File: config.mk
export PLATFORM = sky130hd
export DESIGN_NAME = positional_linked_list_top
export DESIGN_NICKNAME = d
export VERILOG_FILES = /design/src/hdl/pll_pkg.sv /design/src/hdl/pll_ram.sv /design/src/hdl/positional_linked_list_top.sv
export SDC_FILE = /design/constraint.sdc
export NUM_CORES = 2
export LEC_CHECK = 0
export BUFFER_PORTS_ARGS = -buffer_cell sky130_fd_sc_hd__buf_2
export CELL_PAD_IN_SITES_DETAIL_PLACEMENT = 1
export CELL_PAD_IN_SITES_GLOBAL_PLACEMENT = 2
export CORE_ASPECT_RATIO = 1.4
export CORE_UTILIZATION = 41
export CTS_BUF_LIST = sky130_fd_sc_hd__clkbuf_16
export DETAILED_ROUTE_END_ITERATION = 7
export HOLD_SLACK_MARGIN = 0.12
export PLACE_DENSITY_LB_ADDON = 0.1
export SYNTH_ARGS = -nofsm -noshare
export SYNTH_HDL_FRONTEND = slang
export SYNTH_SLANG_ARGS = --single-unit
File: constraint.sdc
create_clock -name clk -period 5.4 [get_ports clk]
set_input_delay 0.81 -clock clk [delete_from_list [all_inputs] [get_ports clk]]
set_output_delay 0.81 -clock clk [all_outputs]
set_load 0.01 [all_outputs]
File: src/hdl/pll_pkg.sv
package pll_pkg;

  localparam int CAPACITY = 64;
  localparam int IDX_W    = $clog2(CAPACITY);
  localparam int CNT_W    = $clog2(CAPACITY + 1);
  localparam int VAL_W    = 32;
  localparam int POS_W    = 8;
  // compare width: wide enough for position and count + 1
  localparam int CMP_W    = ((POS_W > CNT_W) ? POS_W : CNT_W) + 1;

  typedef enum logic [2:0] {
    OP_INS_FRONT = 3'd0,
    OP_INS_END   = 3'd1,
    OP_INS_POS   = 3'd2,
    OP_DEL_FRONT = 3'd3,
    OP_DEL_END   = 3'd4,
    OP_DEL_POS   = 3'd5,
    OP_READ_OUT  = 3'd6,
    OP_NOP       = 3'd7
  } op_t;

  typedef enum logic [1:0] {
    ST_OK     = 2'd0,
    ST_EMPTY  = 2'd1,
    ST_BADPOS = 2'd2,
    ST_FULL   = 2'd3
  } status_t;

  typedef struct packed {
    op_t                     opcode;
    logic signed [VAL_W-1:0] value;
    logic [POS_W-1:0]        position;
  } in_item_t;

  typedef struct packed {
    status_t                 status;
    logic signed [VAL_W-1:0] element;
    logic                    last;
  } out_item_t;

  // link held by an entry that has never been written: the next entry, wrapping
  function automatic logic [IDX_W-1:0] link_reset(input logic [IDX_W-1:0] idx);
    logic [IDX_W-1:0] res;
    if (idx == IDX_W'(CAPACITY - 1)) begin
      res = '0;
    end else begin
      res = idx + 1'b1;
    end
    return res;
  endfunction

endpackage

File: src/hdl/pll_ram.sv
module pll_ram #(
  parameter int WIDTH = 8,
  parameter int DEPTH = 64
) (
  input  logic                     clk,
  input  logic                     we,
  input  logic [$clog2(DEPTH)-1:0] waddr,
  input  logic [WIDTH-1:0]         wdata,
  input  logic                     re,
  input  logic [$clog2(DEPTH)-1:0] raddr,
  output logic [WIDTH-1:0]         rdata
);

  logic [WIDTH-1:0] mem_r [DEPTH];
  logic [WIDTH-1:0] rdata_r;

  always_ff @(posedge clk) begin
    if (we) begin
      mem_r[waddr] <= wdata;
    end
    if (re) begin
      rdata_r <= mem_r[raddr];
    end
  end

  assign rdata = rdata_r;

endmodule

File: src/hdl/positional_linked_list_top.sv
// Channel | Direction | Handshake             | Payload
// in_     | input     | in_valid / in_stall   | pll_pkg::in_item_t  (opcode, value, position)
// out_    | output    | out_valid / out_stall | pll_pkg::out_item_t (status, element, last)
//
// One transaction at a time. Errors and the no-op go from S_IDLE straight to S_RESP,
// front operations through S_TAKE or S_DEL_FRONT; positional operations, insert and
// delete at the end and readout walk the link memory one link a cycle through its single
// read port. Readout gives one result per element, one per cycle while out_stall is low.
// Synchronous active-low reset; the link memory's reset chain comes from per-entry
// valid bits, so no clearing pass is needed. A result waits in the output register
// while the next item is taken; out_stall only pauses the block when a new result
// must be loaded into an occupied output register.
module positional_linked_list_top (
  input  logic                 clk,
  input  logic                 rst_n,
  input  logic                 in_valid,
  output logic                 in_stall,
  input  pll_pkg::in_item_t    in_data,
  output logic                 out_valid,
  input  logic                 out_stall,
  output pll_pkg::out_item_t   out_data
);
  import pll_pkg::*;

  typedef enum logic [10:0] {
    S_IDLE       = 11'b000_0000_0001,
    S_TAKE       = 11'b000_0000_0010,
    S_WALK       = 11'b000_0000_0100,
    S_INS_LINK   = 11'b000_0000_1000,
    S_INS_PREV   = 11'b000_0001_0000,
    S_DEL_VICT   = 11'b000_0010_0000,
    S_DEL_RELINK = 11'b000_0100_0000,
    S_DEL_FREE   = 11'b000_1000_0000,
    S_DEL_FRONT  = 11'b001_0000_0000,
    S_RO         = 11'b010_0000_0000,
    S_RESP       = 11'b100_0000_0000
  } state_t;

  // control state
  state_t               state_r,  state_nxt;
  logic [IDX_W-1:0]     first_r,  first_nxt;
  logic [IDX_W-1:0]     free_r,   free_nxt;
  logic [CNT_W-1:0]     count_r,  count_nxt;
  logic [CAPACITY-1:0]  lvalid_r;
  logic                 out_valid_r;

  // per-transaction working registers
  logic                 is_ins_r, is_ins_nxt;
  logic                 p1_r,     p1_nxt;
  logic [VAL_W-1:0]     value_r,  value_nxt;
  logic [CNT_W-1:0]     steps_r,  steps_nxt;
  logic [CNT_W-1:0]     rem_r,    rem_nxt;
  logic [IDX_W-1:0]     cur_r,    cur_nxt;
  logic                 pend_r,   pend_nxt;
  logic [IDX_W-1:0]     prev_r,   prev_nxt;
  logic [IDX_W-1:0]     node_r,   node_nxt;
  status_t              status_r, status_nxt;
  logic                 lv_q_r;
  logic [IDX_W-1:0]     raddr_q_r;
  out_item_t            out_data_r;

  // memory ports
  logic                 re;
  logic [IDX_W-1:0]     raddr;
  logic                 lwe;
  logic [IDX_W-1:0]     lwaddr;
  logic [IDX_W-1:0]     lwdata;
  logic                 vwe;
  logic [IDX_W-1:0]     vwaddr;
  logic [VAL_W-1:0]     vwdata;
  logic [IDX_W-1:0]     link_rdata;
  logic [VAL_W-1:0]     val_rdata;

  logic [IDX_W-1:0]     link_eff;
  logic [IDX_W-1:0]     cur_now;
  logic                 out_free;
  logic                 out_load;
  out_item_t            out_nxt;

  // position decode at accept
  logic [CMP_W-1:0]     pos_c, cnt_c, p_c;
  logic                 ins_bad, del_bad, full, empty;

  pll_ram #(.WIDTH(IDX_W), .DEPTH(CAPACITY)) u_link_ram (
    .clk   (clk),
    .we    (lwe),
    .waddr (lwaddr),
    .wdata (lwdata),
    .re    (re),
    .raddr (raddr),
    .rdata (link_rdata)
  );

  pll_ram #(.WIDTH(VAL_W), .DEPTH(CAPACITY)) u_value_ram (
    .clk   (clk),
    .we    (vwe),
    .waddr (vwaddr),
    .wdata (vwdata),
    .re    (re),
    .raddr (raddr),
    .rdata (val_rdata)
  );

  // entries never written hold the reset chain
  assign link_eff = lv_q_r ? link_rdata : link_reset(raddr_q_r);
  // walk position: fresh link data if a step is in flight
  assign cur_now  = pend_r ? link_eff : cur_r;

  assign pos_c   = CMP_W'(in_data.position);
  assign cnt_c   = CMP_W'(count_r);
  assign full    = (count_r == CNT_W'(CAPACITY));
  assign empty   = (count_r == '0);
  assign ins_bad = (in_data.position == '0) || (pos_c > cnt_c + CMP_W'(1));
  assign del_bad = (in_data.position == '0) || (pos_c > cnt_c);

  always_comb begin
    unique case (in_data.opcode)
      OP_INS_FRONT, OP_DEL_FRONT: p_c = CMP_W'(1);
      OP_INS_END:                 p_c = cnt_c + CMP_W'(1);
      OP_DEL_END:                 p_c = cnt_c;
      default:                    p_c = pos_c;
    endcase
  end

  assign out_free = !out_valid_r || !out_stall;
  assign in_stall = (state_r != S_IDLE);

  always_comb begin
    state_nxt  = state_r;
    first_nxt  = first_r;
    free_nxt   = free_r;
    count_nxt  = count_r;
    is_ins_nxt = is_ins_r;
    p1_nxt     = p1_r;
    value_nxt  = value_r;
    steps_nxt  = steps_r;
    rem_nxt    = rem_r;
    cur_nxt    = cur_r;
    pend_nxt   = pend_r;
    prev_nxt   = prev_r;
    node_nxt   = node_r;
    status_nxt = status_r;
    re         = 1'b0;
    raddr      = cur_now;
    lwe        = 1'b0;
    lwaddr     = node_r;
    lwdata     = free_r;
    vwe        = 1'b0;
    vwaddr     = free_r;
    vwdata     = value_r;
    out_load   = 1'b0;
    out_nxt    = '{status: status_r, element: '0, last: 1'b1};

    unique case (state_r)
      S_IDLE: begin
        if (in_valid) begin
          is_ins_nxt = (in_data.opcode == OP_INS_FRONT) || (in_data.opcode == OP_INS_END) ||
                       (in_data.opcode == OP_INS_POS);
          value_nxt  = in_data.value;
          p1_nxt     = (p_c == CMP_W'(1));
          steps_nxt  = CNT_W'(p_c - CMP_W'(2));
          rem_nxt    = count_r;
          cur_nxt    = first_r;
          pend_nxt   = 1'b0;
          status_nxt = ST_OK;
          unique case (in_data.opcode)
            OP_INS_FRONT, OP_INS_END, OP_INS_POS: begin
              priority if (full) begin
                status_nxt = ST_FULL;
                state_nxt  = S_RESP;
              end else if ((in_data.opcode == OP_INS_POS) && ins_bad) begin
                status_nxt = ST_BADPOS;
                state_nxt  = S_RESP;
              end else begin
                re        = 1'b1;
                raddr     = free_r;
                state_nxt = S_TAKE;
              end
            end
            OP_DEL_FRONT, OP_DEL_END, OP_DEL_POS: begin
              priority if (empty) begin
                status_nxt = ST_EMPTY;
                state_nxt  = S_RESP;
              end else if ((in_data.opcode == OP_DEL_POS) && del_bad) begin
                status_nxt = ST_BADPOS;
                state_nxt  = S_RESP;
              end else if (p_c == CMP_W'(1)) begin
                re        = 1'b1;
                raddr     = first_r;
                state_nxt = S_DEL_FRONT;
              end else begin
                state_nxt = S_WALK;
              end
            end
            OP_READ_OUT: begin
              if (empty) begin
                status_nxt = ST_EMPTY;
                state_nxt  = S_RESP;
              end else begin
                re        = 1'b1;
                raddr     = first_r;
                state_nxt = S_RO;
              end
            end
            OP_NOP: begin
              state_nxt = S_RESP;
            end
            default: begin
              state_nxt = S_RESP;
            end
          endcase
        end
      end

      S_TAKE: begin
        // pop the free chain head and fill its value
        node_nxt = free_r;
        free_nxt = link_eff;
        vwe      = 1'b1;
        vwaddr   = free_r;
        vwdata   = value_r;
        if (p1_r) begin
          lwe       = 1'b1;
          lwaddr    = free_r;
          lwdata    = first_r;
          first_nxt = free_r;
          count_nxt = count_r + 1'b1;
          state_nxt = S_RESP;
        end else begin
          state_nxt = S_WALK;
        end
      end

      S_WALK: begin
        re    = 1'b1;
        raddr = cur_now;
        if (steps_r == '0) begin
          prev_nxt  = cur_now;
          pend_nxt  = 1'b0;
          state_nxt = is_ins_r ? S_INS_LINK : S_DEL_VICT;
        end else begin
          cur_nxt   = cur_now;
          steps_nxt = steps_r - 1'b1;
          pend_nxt  = 1'b1;
        end
      end

      S_INS_LINK: begin
        lwe       = 1'b1;
        lwaddr    = node_r;
        lwdata    = link_eff;
        state_nxt = S_INS_PREV;
      end

      S_INS_PREV: begin
        lwe       = 1'b1;
        lwaddr    = prev_r;
        lwdata    = node_r;
        count_nxt = count_r + 1'b1;
        state_nxt = S_RESP;
      end

      S_DEL_VICT: begin
        node_nxt  = link_eff;
        re        = 1'b1;
        raddr     = link_eff;
        state_nxt = S_DEL_RELINK;
      end

      S_DEL_RELINK: begin
        lwe       = 1'b1;
        lwaddr    = prev_r;
        lwdata    = link_eff;
        state_nxt = S_DEL_FREE;
      end

      S_DEL_FREE: begin
        lwe       = 1'b1;
        lwaddr    = node_r;
        lwdata    = free_r;
        free_nxt  = node_r;
        count_nxt = count_r - 1'b1;
        state_nxt = S_RESP;
      end

      S_DEL_FRONT: begin
        lwe       = 1'b1;
        lwaddr    = first_r;
        lwdata    = free_r;
        free_nxt  = first_r;
        first_nxt = link_eff;
        count_nxt = count_r - 1'b1;
        state_nxt = S_RESP;
      end

      S_RO: begin
        // read data holds in the RAM output until the next read is issued
        if (out_free) begin
          out_load = 1'b1;
          out_nxt  = '{status: ST_OK, element: val_rdata, last: (rem_r == CNT_W'(1))};
          rem_nxt  = rem_r - 1'b1;
          if (rem_r == CNT_W'(1)) begin
            state_nxt = S_IDLE;
          end else begin
            re    = 1'b1;
            raddr = link_eff;
          end
        end
      end

      S_RESP: begin
        if (out_free) begin
          out_load  = 1'b1;
          state_nxt = S_IDLE;
        end
      end

      default: begin
        state_nxt = S_IDLE;
      end
    endcase
  end

  always_ff @(posedge clk) begin
    if (!rst_n) begin
      state_r     <= S_IDLE;
      first_r     <= '0;
      free_r      <= '0;
      count_r     <= '0;
      lvalid_r    <= '0;
      out_valid_r <= 1'b0;
    end else begin
      state_r <= state_nxt;
      first_r <= first_nxt;
      free_r  <= free_nxt;
      count_r <= count_nxt;
      if (lwe) begin
        lvalid_r[lwaddr] <= 1'b1;
      end
      if (out_load) begin
        out_valid_r <= 1'b1;
      end else if (!out_stall) begin
        out_valid_r <= 1'b0;
      end
    end
  end

  always_ff @(posedge clk) begin
    is_ins_r <= is_ins_nxt;
    p1_r     <= p1_nxt;
    value_r  <= value_nxt;
    steps_r  <= steps_nxt;
    rem_r    <= rem_nxt;
    cur_r    <= cur_nxt;
    pend_r   <= pend_nxt;
    prev_r   <= prev_nxt;
    node_r   <= node_nxt;
    status_r <= status_nxt;
    if (re) begin
      lv_q_r    <= lvalid_r[raddr];
      raddr_q_r <= raddr;
    end
    if (out_load) begin
      out_data_r <= out_nxt;
    end
  end

  assign out_valid = out_valid_r;
  assign out_data  = out_data_r;

endmodule

# Yosys cells after proc, flatten, opt, wreduce, memory -nomap -nowiden
# Memory sizes are Yosys's and may differ from the RTL's. A register that Yosys moved wholly into a read port is not among the register bits.
# Index checks and enable logic that the tools add are counted.
dict set report totals {
  register_bits 206
  ramBits 2432
  output_inout_bits 37
  wordCells 192
  mem_count 2
}
dict set report classes {
  n_addsub 7
  order_cmp 5
  n_eq_ne 31
  n_mux 86
  bitwise_logic 1
  n_reduce_logical 39
}
# memory words word_bits rd rd_clocked_by_memory_dff write_ports line
set memory_table {}
lappend memory_table {u_value_ram.mem_r 64 32 1 1 1 pll_ram.sv:14} ;# logic [WIDTH-1:0] mem_r [DEPTH];
lappend memory_table {u_link_ram.mem_r 64 6 1 1 1 pll_ram.sv:14}
# cell count
set op_table {}
lappend op_table {{11-bit two-way mux} 11}
lappend op_table {{6-bit two-way mux} 18}
lappend op_table {{11-bit case mux with 9 select lines} 1}
lappend op_table {{6-bit case mux with 3 select lines} 5}
lappend op_table {{35-bit two-way mux} 2}
lappend op_table {{64-bit OR} 1}
lappend op_table {{11-bit case mux with 4 select lines} 1}
lappend op_table {{6-bit case mux with 2 select lines} 3}
lappend op_table {{7-bit two-way mux} 5}
lappend op_table {{7-bit case mux with 2 select lines} 2}
lappend op_table {{1-bit two-way mux} 24}
lappend op_table {{8-bit case mux with 3 select lines} 1}
lappend op_table {{7-bit case mux with 3 select lines} 1}
lappend op_table {{7-bit by 1-bit subtractor with 7-bit output (second input constant)} 3}
lappend op_table {{7-bit zero test} 2}
lappend op_table {{6-bit by 7-bit < comparator with 1-bit output (second input constant)} 2}
lappend op_table {{2-bit != test (second input constant)} 7}
lappend op_table {{3-bit == test (second input constant)} 4}
lappend op_table {{2-bit AND reduction} 6}
lappend op_table {{2-bit OR reduction} 6}
lappend op_table {{11-bit by 1-bit == test with 1-bit output (second input constant)} 1}
lappend op_table {{11-bit by 10-bit == test with 1-bit output (second input constant)} 1}
lappend op_table {{11-bit == test (second input constant)} 1}
lappend op_table {{11-bit by 2-bit == test with 1-bit output (second input constant)} 1}
lappend op_table {{other kinds (40)} 60}

# Longest topological paths before layout
dict set report depth {
  ltp_word 12
  ltp_mapped 25
  ltp_nobuf 20
}

# By module
# Synthesis repeated with hierarchy kept, for this count alone.
dict set report unflattened {
  cells_unflattened 5161
  hier_area_um2 104778.0
}
# mod n_inst cells_each area_per_inst_um2 seq_area_each_um2
set by_module_without_submodules {}
lappend by_module_without_submodules {{pll_ram at u_value_ram} 1 3324 78835.6 62459.9}
lappend by_module_without_submodules {{pll_ram at u_link_ram} 1 729 15265.9 11711.2}
lappend by_module_without_submodules {positional_linked_list_top 1 1108 10676.5 5235.0}

# Least setup slack after synthesis
# No wires, ideal clock.
dict set report synth_path {
  path_kind {register to register}
  from {register count_r[0]}
  to {register u_value_ram.rdata_r[30] (netlist: u_value_ram.rdata[30]) (read register of u_value_ram.mem_r) (data pin)}
  setup_ps 257
  arrival_time_ps 4797
  required_ps 5143
  setup_slack_ps 346
  path_stages_with_launch 21
  cell_sequence {dfxtp_1 -> inv_1 -> nor3_1 -> nand3_1 -> ha_1 -> and3_1 -> and4_1 -> a2111oi_0 -> nor3_1 -> a22o_1 -> o31a_2 -> or3_4 -> buf_6 -> buf_6 -> clkbuf_2 -> and3_1 -> a211oi_1 -> a311oi_1 -> nor4_1 -> nor4_1 -> o2111a_1}
}
dict set report synth_between {
  elab_chain_cells 9
  word_cells_on_any_way 29
  cone_classes {1 x add/sub; 2 x order compare; 2 x eq/ne; 19 x mux; 5 x reduce/logical}
}
# element line
set synth_rtl {}
lappend synth_rtl {{start, declared} positional_linked_list_top.sv:43} ;# logic [CNT_W-1:0] count_r, count_nxt;
lappend synth_rtl {{start signal, assigned} positional_linked_list_top.sv:336} ;# count_r <= count_nxt;
lappend synth_rtl {{7-bit by 1-bit adder with 8-bit output} {positional_linked_list_top.sv:113, positional_linked_list_top.sv:119}}
lappend synth_rtl {{8-bit by 9-bit > comparator with 1-bit output / 8-bit case mux with 3 select lines (equally long branches)} {positional_linked_list_top.sv:113, positional_linked_list_top.sv:117}}
lappend synth_rtl {{1-bit logical OR / 8-bit by 1-bit == test with 1-bit output (equally long branches)} {positional_linked_list_top.sv:113, positional_linked_list_top.sv:187}}
lappend synth_rtl {{1-bit logical AND, or another cell as far along} positional_linked_list_top.sv:171} ;# end else if ((in_data.opcode == OP_INS_POS) && ins_bad) begin
lappend synth_rtl {{6-bit two-way mux, or another cell as far along} positional_linked_list_top.sv:171}
lappend synth_rtl {{6-bit two-way mux, or another cell as far along} positional_linked_list_top.sv:168} ;# priority if (full) begin
lappend synth_rtl {{6-bit case mux with 3 select lines / 1-bit case mux with 3 select lines (equally long branches)} positional_linked_list_top.sv:166} ;# unique case (in_data.opcode)
lappend synth_rtl {{6-bit two-way mux / 1-bit two-way mux (equally long branches)} positional_linked_list_top.sv:156} ;# if (in_valid) begin
lappend synth_rtl {{6-bit case mux with 3 select lines / 1-bit case mux with 3 select lines (equally long branches)} positional_linked_list_top.sv:154} ;# unique case (state_r)
lappend synth_rtl {{end, declared} pll_ram.sv:15} ;# logic [WIDTH-1:0] rdata_r;
# Several ways; a longest one is shown, not always the timed one.
# A chain may end at the register's enable or synchronous reset.

# Worst setup path after layout
dict set report layout_path {
  from {register count_r[1]}
  to {register lv_q_r (data pin)}
}
dict set report layout_between {
  elab_chain_cells 11
  word_cells_on_any_way 22
  cone_classes {1 x add/sub; 2 x order compare; 2 x eq/ne; 12 x mux; 5 x reduce/logical}
}
# element line
set layout_rtl {}
lappend layout_rtl {{7-bit by 1-bit adder with 8-bit output} {positional_linked_list_top.sv:113, positional_linked_list_top.sv:119}}
lappend layout_rtl {{8-bit by 9-bit > comparator with 1-bit output / 8-bit case mux with 3 select lines (equally long branches)} {positional_linked_list_top.sv:113, positional_linked_list_top.sv:117}}
lappend layout_rtl {{1-bit logical OR / 8-bit by 1-bit == test with 1-bit output (equally long branches)} {positional_linked_list_top.sv:113, positional_linked_list_top.sv:187}}
lappend layout_rtl {{1-bit logical AND / 6-bit two-way mux (equally long branches)} {positional_linked_list_top.sv:171, positional_linked_list_top.sv:187}}
lappend layout_rtl {{6-bit two-way mux (on tied branches)} {positional_linked_list_top.sv:171, positional_linked_list_top.sv:184}}
lappend layout_rtl {{6-bit two-way mux (on tied branches)} {positional_linked_list_top.sv:168, positional_linked_list_top.sv:181}}
lappend layout_rtl {{6-bit case mux with 3 select lines (*)} positional_linked_list_top.sv:166}
lappend layout_rtl {{6-bit two-way mux (*)} positional_linked_list_top.sv:156}
lappend layout_rtl {{6-bit case mux with 3 select lines (*)} positional_linked_list_top.sv:154}
lappend layout_rtl {{1-bit binary-select mux with 6-bit select (*)} positional_linked_list_top.sv:360} ;# lv_q_r <= lvalid_r[raddr];
lappend layout_rtl {{1-bit two-way mux (implied by the code) (*)} positional_linked_list_top.sv:360}
lappend layout_rtl {{end signal, assigned} positional_linked_list_top.sv:360}
lappend layout_rtl {{end, declared} positional_linked_list_top.sv:58} ;# logic lv_q_r;
# Mark *: on every way between the ends. The rest lies on a longest branch, timed or not. The select of a mux whose other input is x is not followed.

==> impl_metrics.csv <==
group,metric,value,unit
final_layout,multi_input_area,27700,um2
floorplanning,num_rows,223,
final_layout,fin_cells,12600,
detailed_routing,ant_nets,0,
detailed_routing,wl_per_cell,31.5,um
final_layout,utilization,49.9,%
floorplanning,fp.dieW,437,um
synthesis,yosysTopAreaCell,"edfxtp_1",
place,place_congestion,0.855,
power,power_density,514,nW/um2
worst_hold_path,hp-class,"input pin to flop",
detailed_routing,first_pass_iters,8,
timing,slew_viol_final,0,
floorplanning,core_area,263000,um2
cts,clk_pin_slew,70,ps
grt,grt_max_degree,65,
cts,clock-sinks,2676,
timing,finalCriticalPeriod,5330,ps
power,power_leakage,45.4,nW
setup_path,cp_slowest_cell,"dfxtp_4",
detailed_routing,wl,397000,um
timing,finalHoldViolations,0,
final_layout,finish.instance_area,131000,um2
setup_path,path_cells,"ha_2 -> buf_4 -> nand3_2 -> xnor2_2 -> ha_4 -> a21o_1 -> a221oi_4 -> a2111oi_4 -> nor3_2 -> a22o_1 -> o21a_1 -> o31a_4 -> or3_4 -> nand2_8 -> buf_12 -> clkinv_16 -> buf_6 -> buf_12 -> buf_4 -> nand2_1 -> and3_1 -> a31oi_2 -> o22ai_2 -> nor3_4",
synthesis,synth_area,108000,um2
setup_path,cpPeakStageDelay,370,ps
place,portBuffers,83,
final_layout,regArea,79400,um2
cts,cts-buffers-inserted,277,
timing,finClkSkew,37.7,ps
timing,rsz0062_at_grt,"true",
floorplanning,die_area,266000,um2
cts,cts_tree,"yes",
synthesis,synthCells,8179,
setup_path,critical_path.top_delay_family,"compound AO/OA/AOI/OAI gates",
detailed_routing,via_per_inst,5.96,
grt,grt_pass1_vias,78200,
synthesis,synth_top_cell_area_share,71.5,%
synthesis,async_flop_share,0,%
cts,insertion_delay,870,ps
setup_path,timing_worst_setup_path_type,"flop to flop",
place,place_inst,12000,
synthesis,yosysSeqAreaShare,73.3,%
timing,finalCritPeriodShare,98.7,%
timing,setup_viol,0,
cts,root_buffer,"clkbuf_16",
power,p_total,0.0675,W
timing,slew_headroom,18.1,%
floorplanning,start_util,41.2,%
detailed_routing,drcViolationCount,0,
synthesis,avgSynthCellArea,13.3,um2
floorplanning,ioPinCount,84,
setup_path,critPathBufInv,6,
synthesis,synth_nets,8255,
grt,antenna_found_initial,20,
synthesis,yosys.cell_types.count,89,
detailed_routing,drtIter0Drc,6674,
setup_path,cp-start-kind,"flop",
final_layout,layout-drive-gt1-share,18.5,%
timing,tightest_slew,1220,ps
synthesis,yosysWarnings,0,
grt,grt_pass1_wl,559000,um
cts,cts.htree.levels,5,
setup_path,crit_arrival,5980,ps
timing,finalSetupTns,0,ps
run_status,status,"complete, no violations",
setup_path,critical_path_peak_fanout,15,
detailed_routing,vias,75100,
final_layout,num-fill-cells,26000,
run,maxCapViolCount,0,
setup_path,cp.required,6050,ps
synthesis,synth-seq-cells,2676,
synthesis,synthTopCellsByArea,"edfxtp_1, nand2_1, nand3_1",
synthesis,synth_edf_count,2581,
place,post-dp-hpwl,249000,um
synthesis,synthFlopType,"edfxtp_1",
final_layout,area_delta_synth_final,21.1,%
timing,clock.fmax,0.188,GHz
place,placed_cell_area,120000,um2
cts,cts_buffer_depth,4,
power,vdd_drop_max,0.000336,V
grt,grt_overflow_total,0,
setup_path,r2r_setup_slack,70,ps
floorplanning,die_y,610,um
setup_path,worst_setup_path_end_kind,"flop",
grt,track_usage,28.8,%
final_layout,num-nets-final,8990,
-- metal layers --
metal  track usage (%)  part of all wire (%)  up-vias
met5                 0                     0        -
met4              11.2                   4.4        0
met3              4.03                   5.3      714
met2              50.6                    51     2211
met1              35.7                    40    39500
li1                  -                     -    32700
-- layout make-up --
type	instances	area share [%]
repair buffers	1073	8.51
multi-input cells	4853	21.1
clock inverters	181	0.844
diodes	12	0.0229
inverters	31	0.131
repair inverters	2	0.0210
well taps	3487	3.32
clock buffers	290	5.53
flip-flops and latches	2676	60.5
-- cells by family after synthesis --
group | synth area share [%]
AND/OR/NAND/NOR | 13.5
XOR/XNOR | 0.242
buffers and inverters | 2.71
multiplexers | 0.158
flip-flops | 73.3
adder cells (fa/ha/maj) | 0.342
AO/OA/AOI/OAI | 9.76
-- state kept, by name (all words and copies together) (netlist names), 7 cells and up --
register and flops:
u_value_ram.mem_r 2048, u_link_ram.mem_r 384, lvalid_r 64, out_data 35
u_value_ram.rdata 32, value_r 32, state_r 11, count_r 7
rem_r 7, steps_r 7
-- cells in the mapped netlist (48+ instances only) --
library cell and number:
edfxtp_1 2581, nand2_1 1501, nand3_1 738, and3_1 437
clkbuf_1 378, o21ai_0 331, a211oi_1 326, nor2_1 325
a21oi_1 266, a31oi_1 198, buf_2 164, a311o_1 152
dfxtp_1 95, a311oi_1 83, or3_1 48
-- worst paths after layout --
| check | start | to | depth (start not counted) |
|---|---|---|---|
| setup / recovery | count_r[1]$_SDFFE_PN0P_ | lv_q_r$_DFFE_PP_ | 24 |
| hold / removal | in_data[30] | value_r[22]$_DFFE_PP_ | 1 |
| hold reg to reg | is_ins_r$_DFFE_PP_ | state_r[5]$_SDFFE_PN0P_ | 1 |
| setup reg to reg | count_r[1]$_SDFFE_PN0P_ | lv_q_r$_DFFE_PP_ | 24 |
-- layout by cell type (no fill, tap or decap), types with 15 or more instances in the layout --
master	count
nand3_2	32
a211oi_1	308
o31ai_1	40
nor3_1	15
a31oi_2	16
o22ai_1	36
clkinv_1	57
nand3_1	699
nor2_4	67
buf_6	23
ha_1	25
a41oi_1	30
a311oi_1	77
dfxtp_1	93
o21ai_0	319
clkbuf_16	310
a311o_1	152
dlygate4sd3_1	28
buf_4	703
or3_4	21
a31oi_1	181
nor4_1	33
clkinv_2	32
buf_16	23
o21ai_1	19
buf_2	83
nor2_1	259
inv_1	89
or3_1	28
a21oi_1	259
nand2_1	1489
buf_12	181
and3_1	436
edfxtp_1	2581
a211oi_2	18
-- metrics by stage --
| stage | hold slack, ps | worst slack [ps] |
|---|---|---|
| after CTS | 139 | -18.0 |
| final | 196 | 70.9 |
| after detailed placement | 436 | -1370 |
| after global routing | 159 | -127 |
| after floorplan | 421 | 346 |
| after global placement | 434 | -1280 |
-- power breakdown --
group / internal (W) / switching (W) / leakage, nW
clock network: 0.0102 / 0.00812 / 4.36
logic: 0.00956 / 0.0156 / 16.8
registers: 0.0235 / 0.000491 / 24.3
-- worst reg2reg max path, stage by stage (launching register included) --
cell and delay [ps]:
dfxtp_4 370, ha_2 170, buf_4 140, nand3_2 110, xnor2_2 340, ha_4 280
a21o_1 190, a221oi_4 310, a2111oi_4 130, nor3_2 300, a22o_1 240, o21a_1 140
o31a_4 170, or3_4 190, nand2_8 130, buf_12 190, clkinv_16 90, buf_6 190
buf_12 170, buf_4 220, nand2_1 70, and3_1 190, a31oi_2 290, o22ai_2 160
nor3_4 340
-- what timing repair did --
action,CTS,global route
gates cloned,1,22
hold buffers,28,0
hold endpoints to repair,28,0
pin swaps,20,42
buffers inserted,9,29
gates resized for setup,111,190
setup endpoints to repair,39,39
Power figures use the tool's default switching activity.
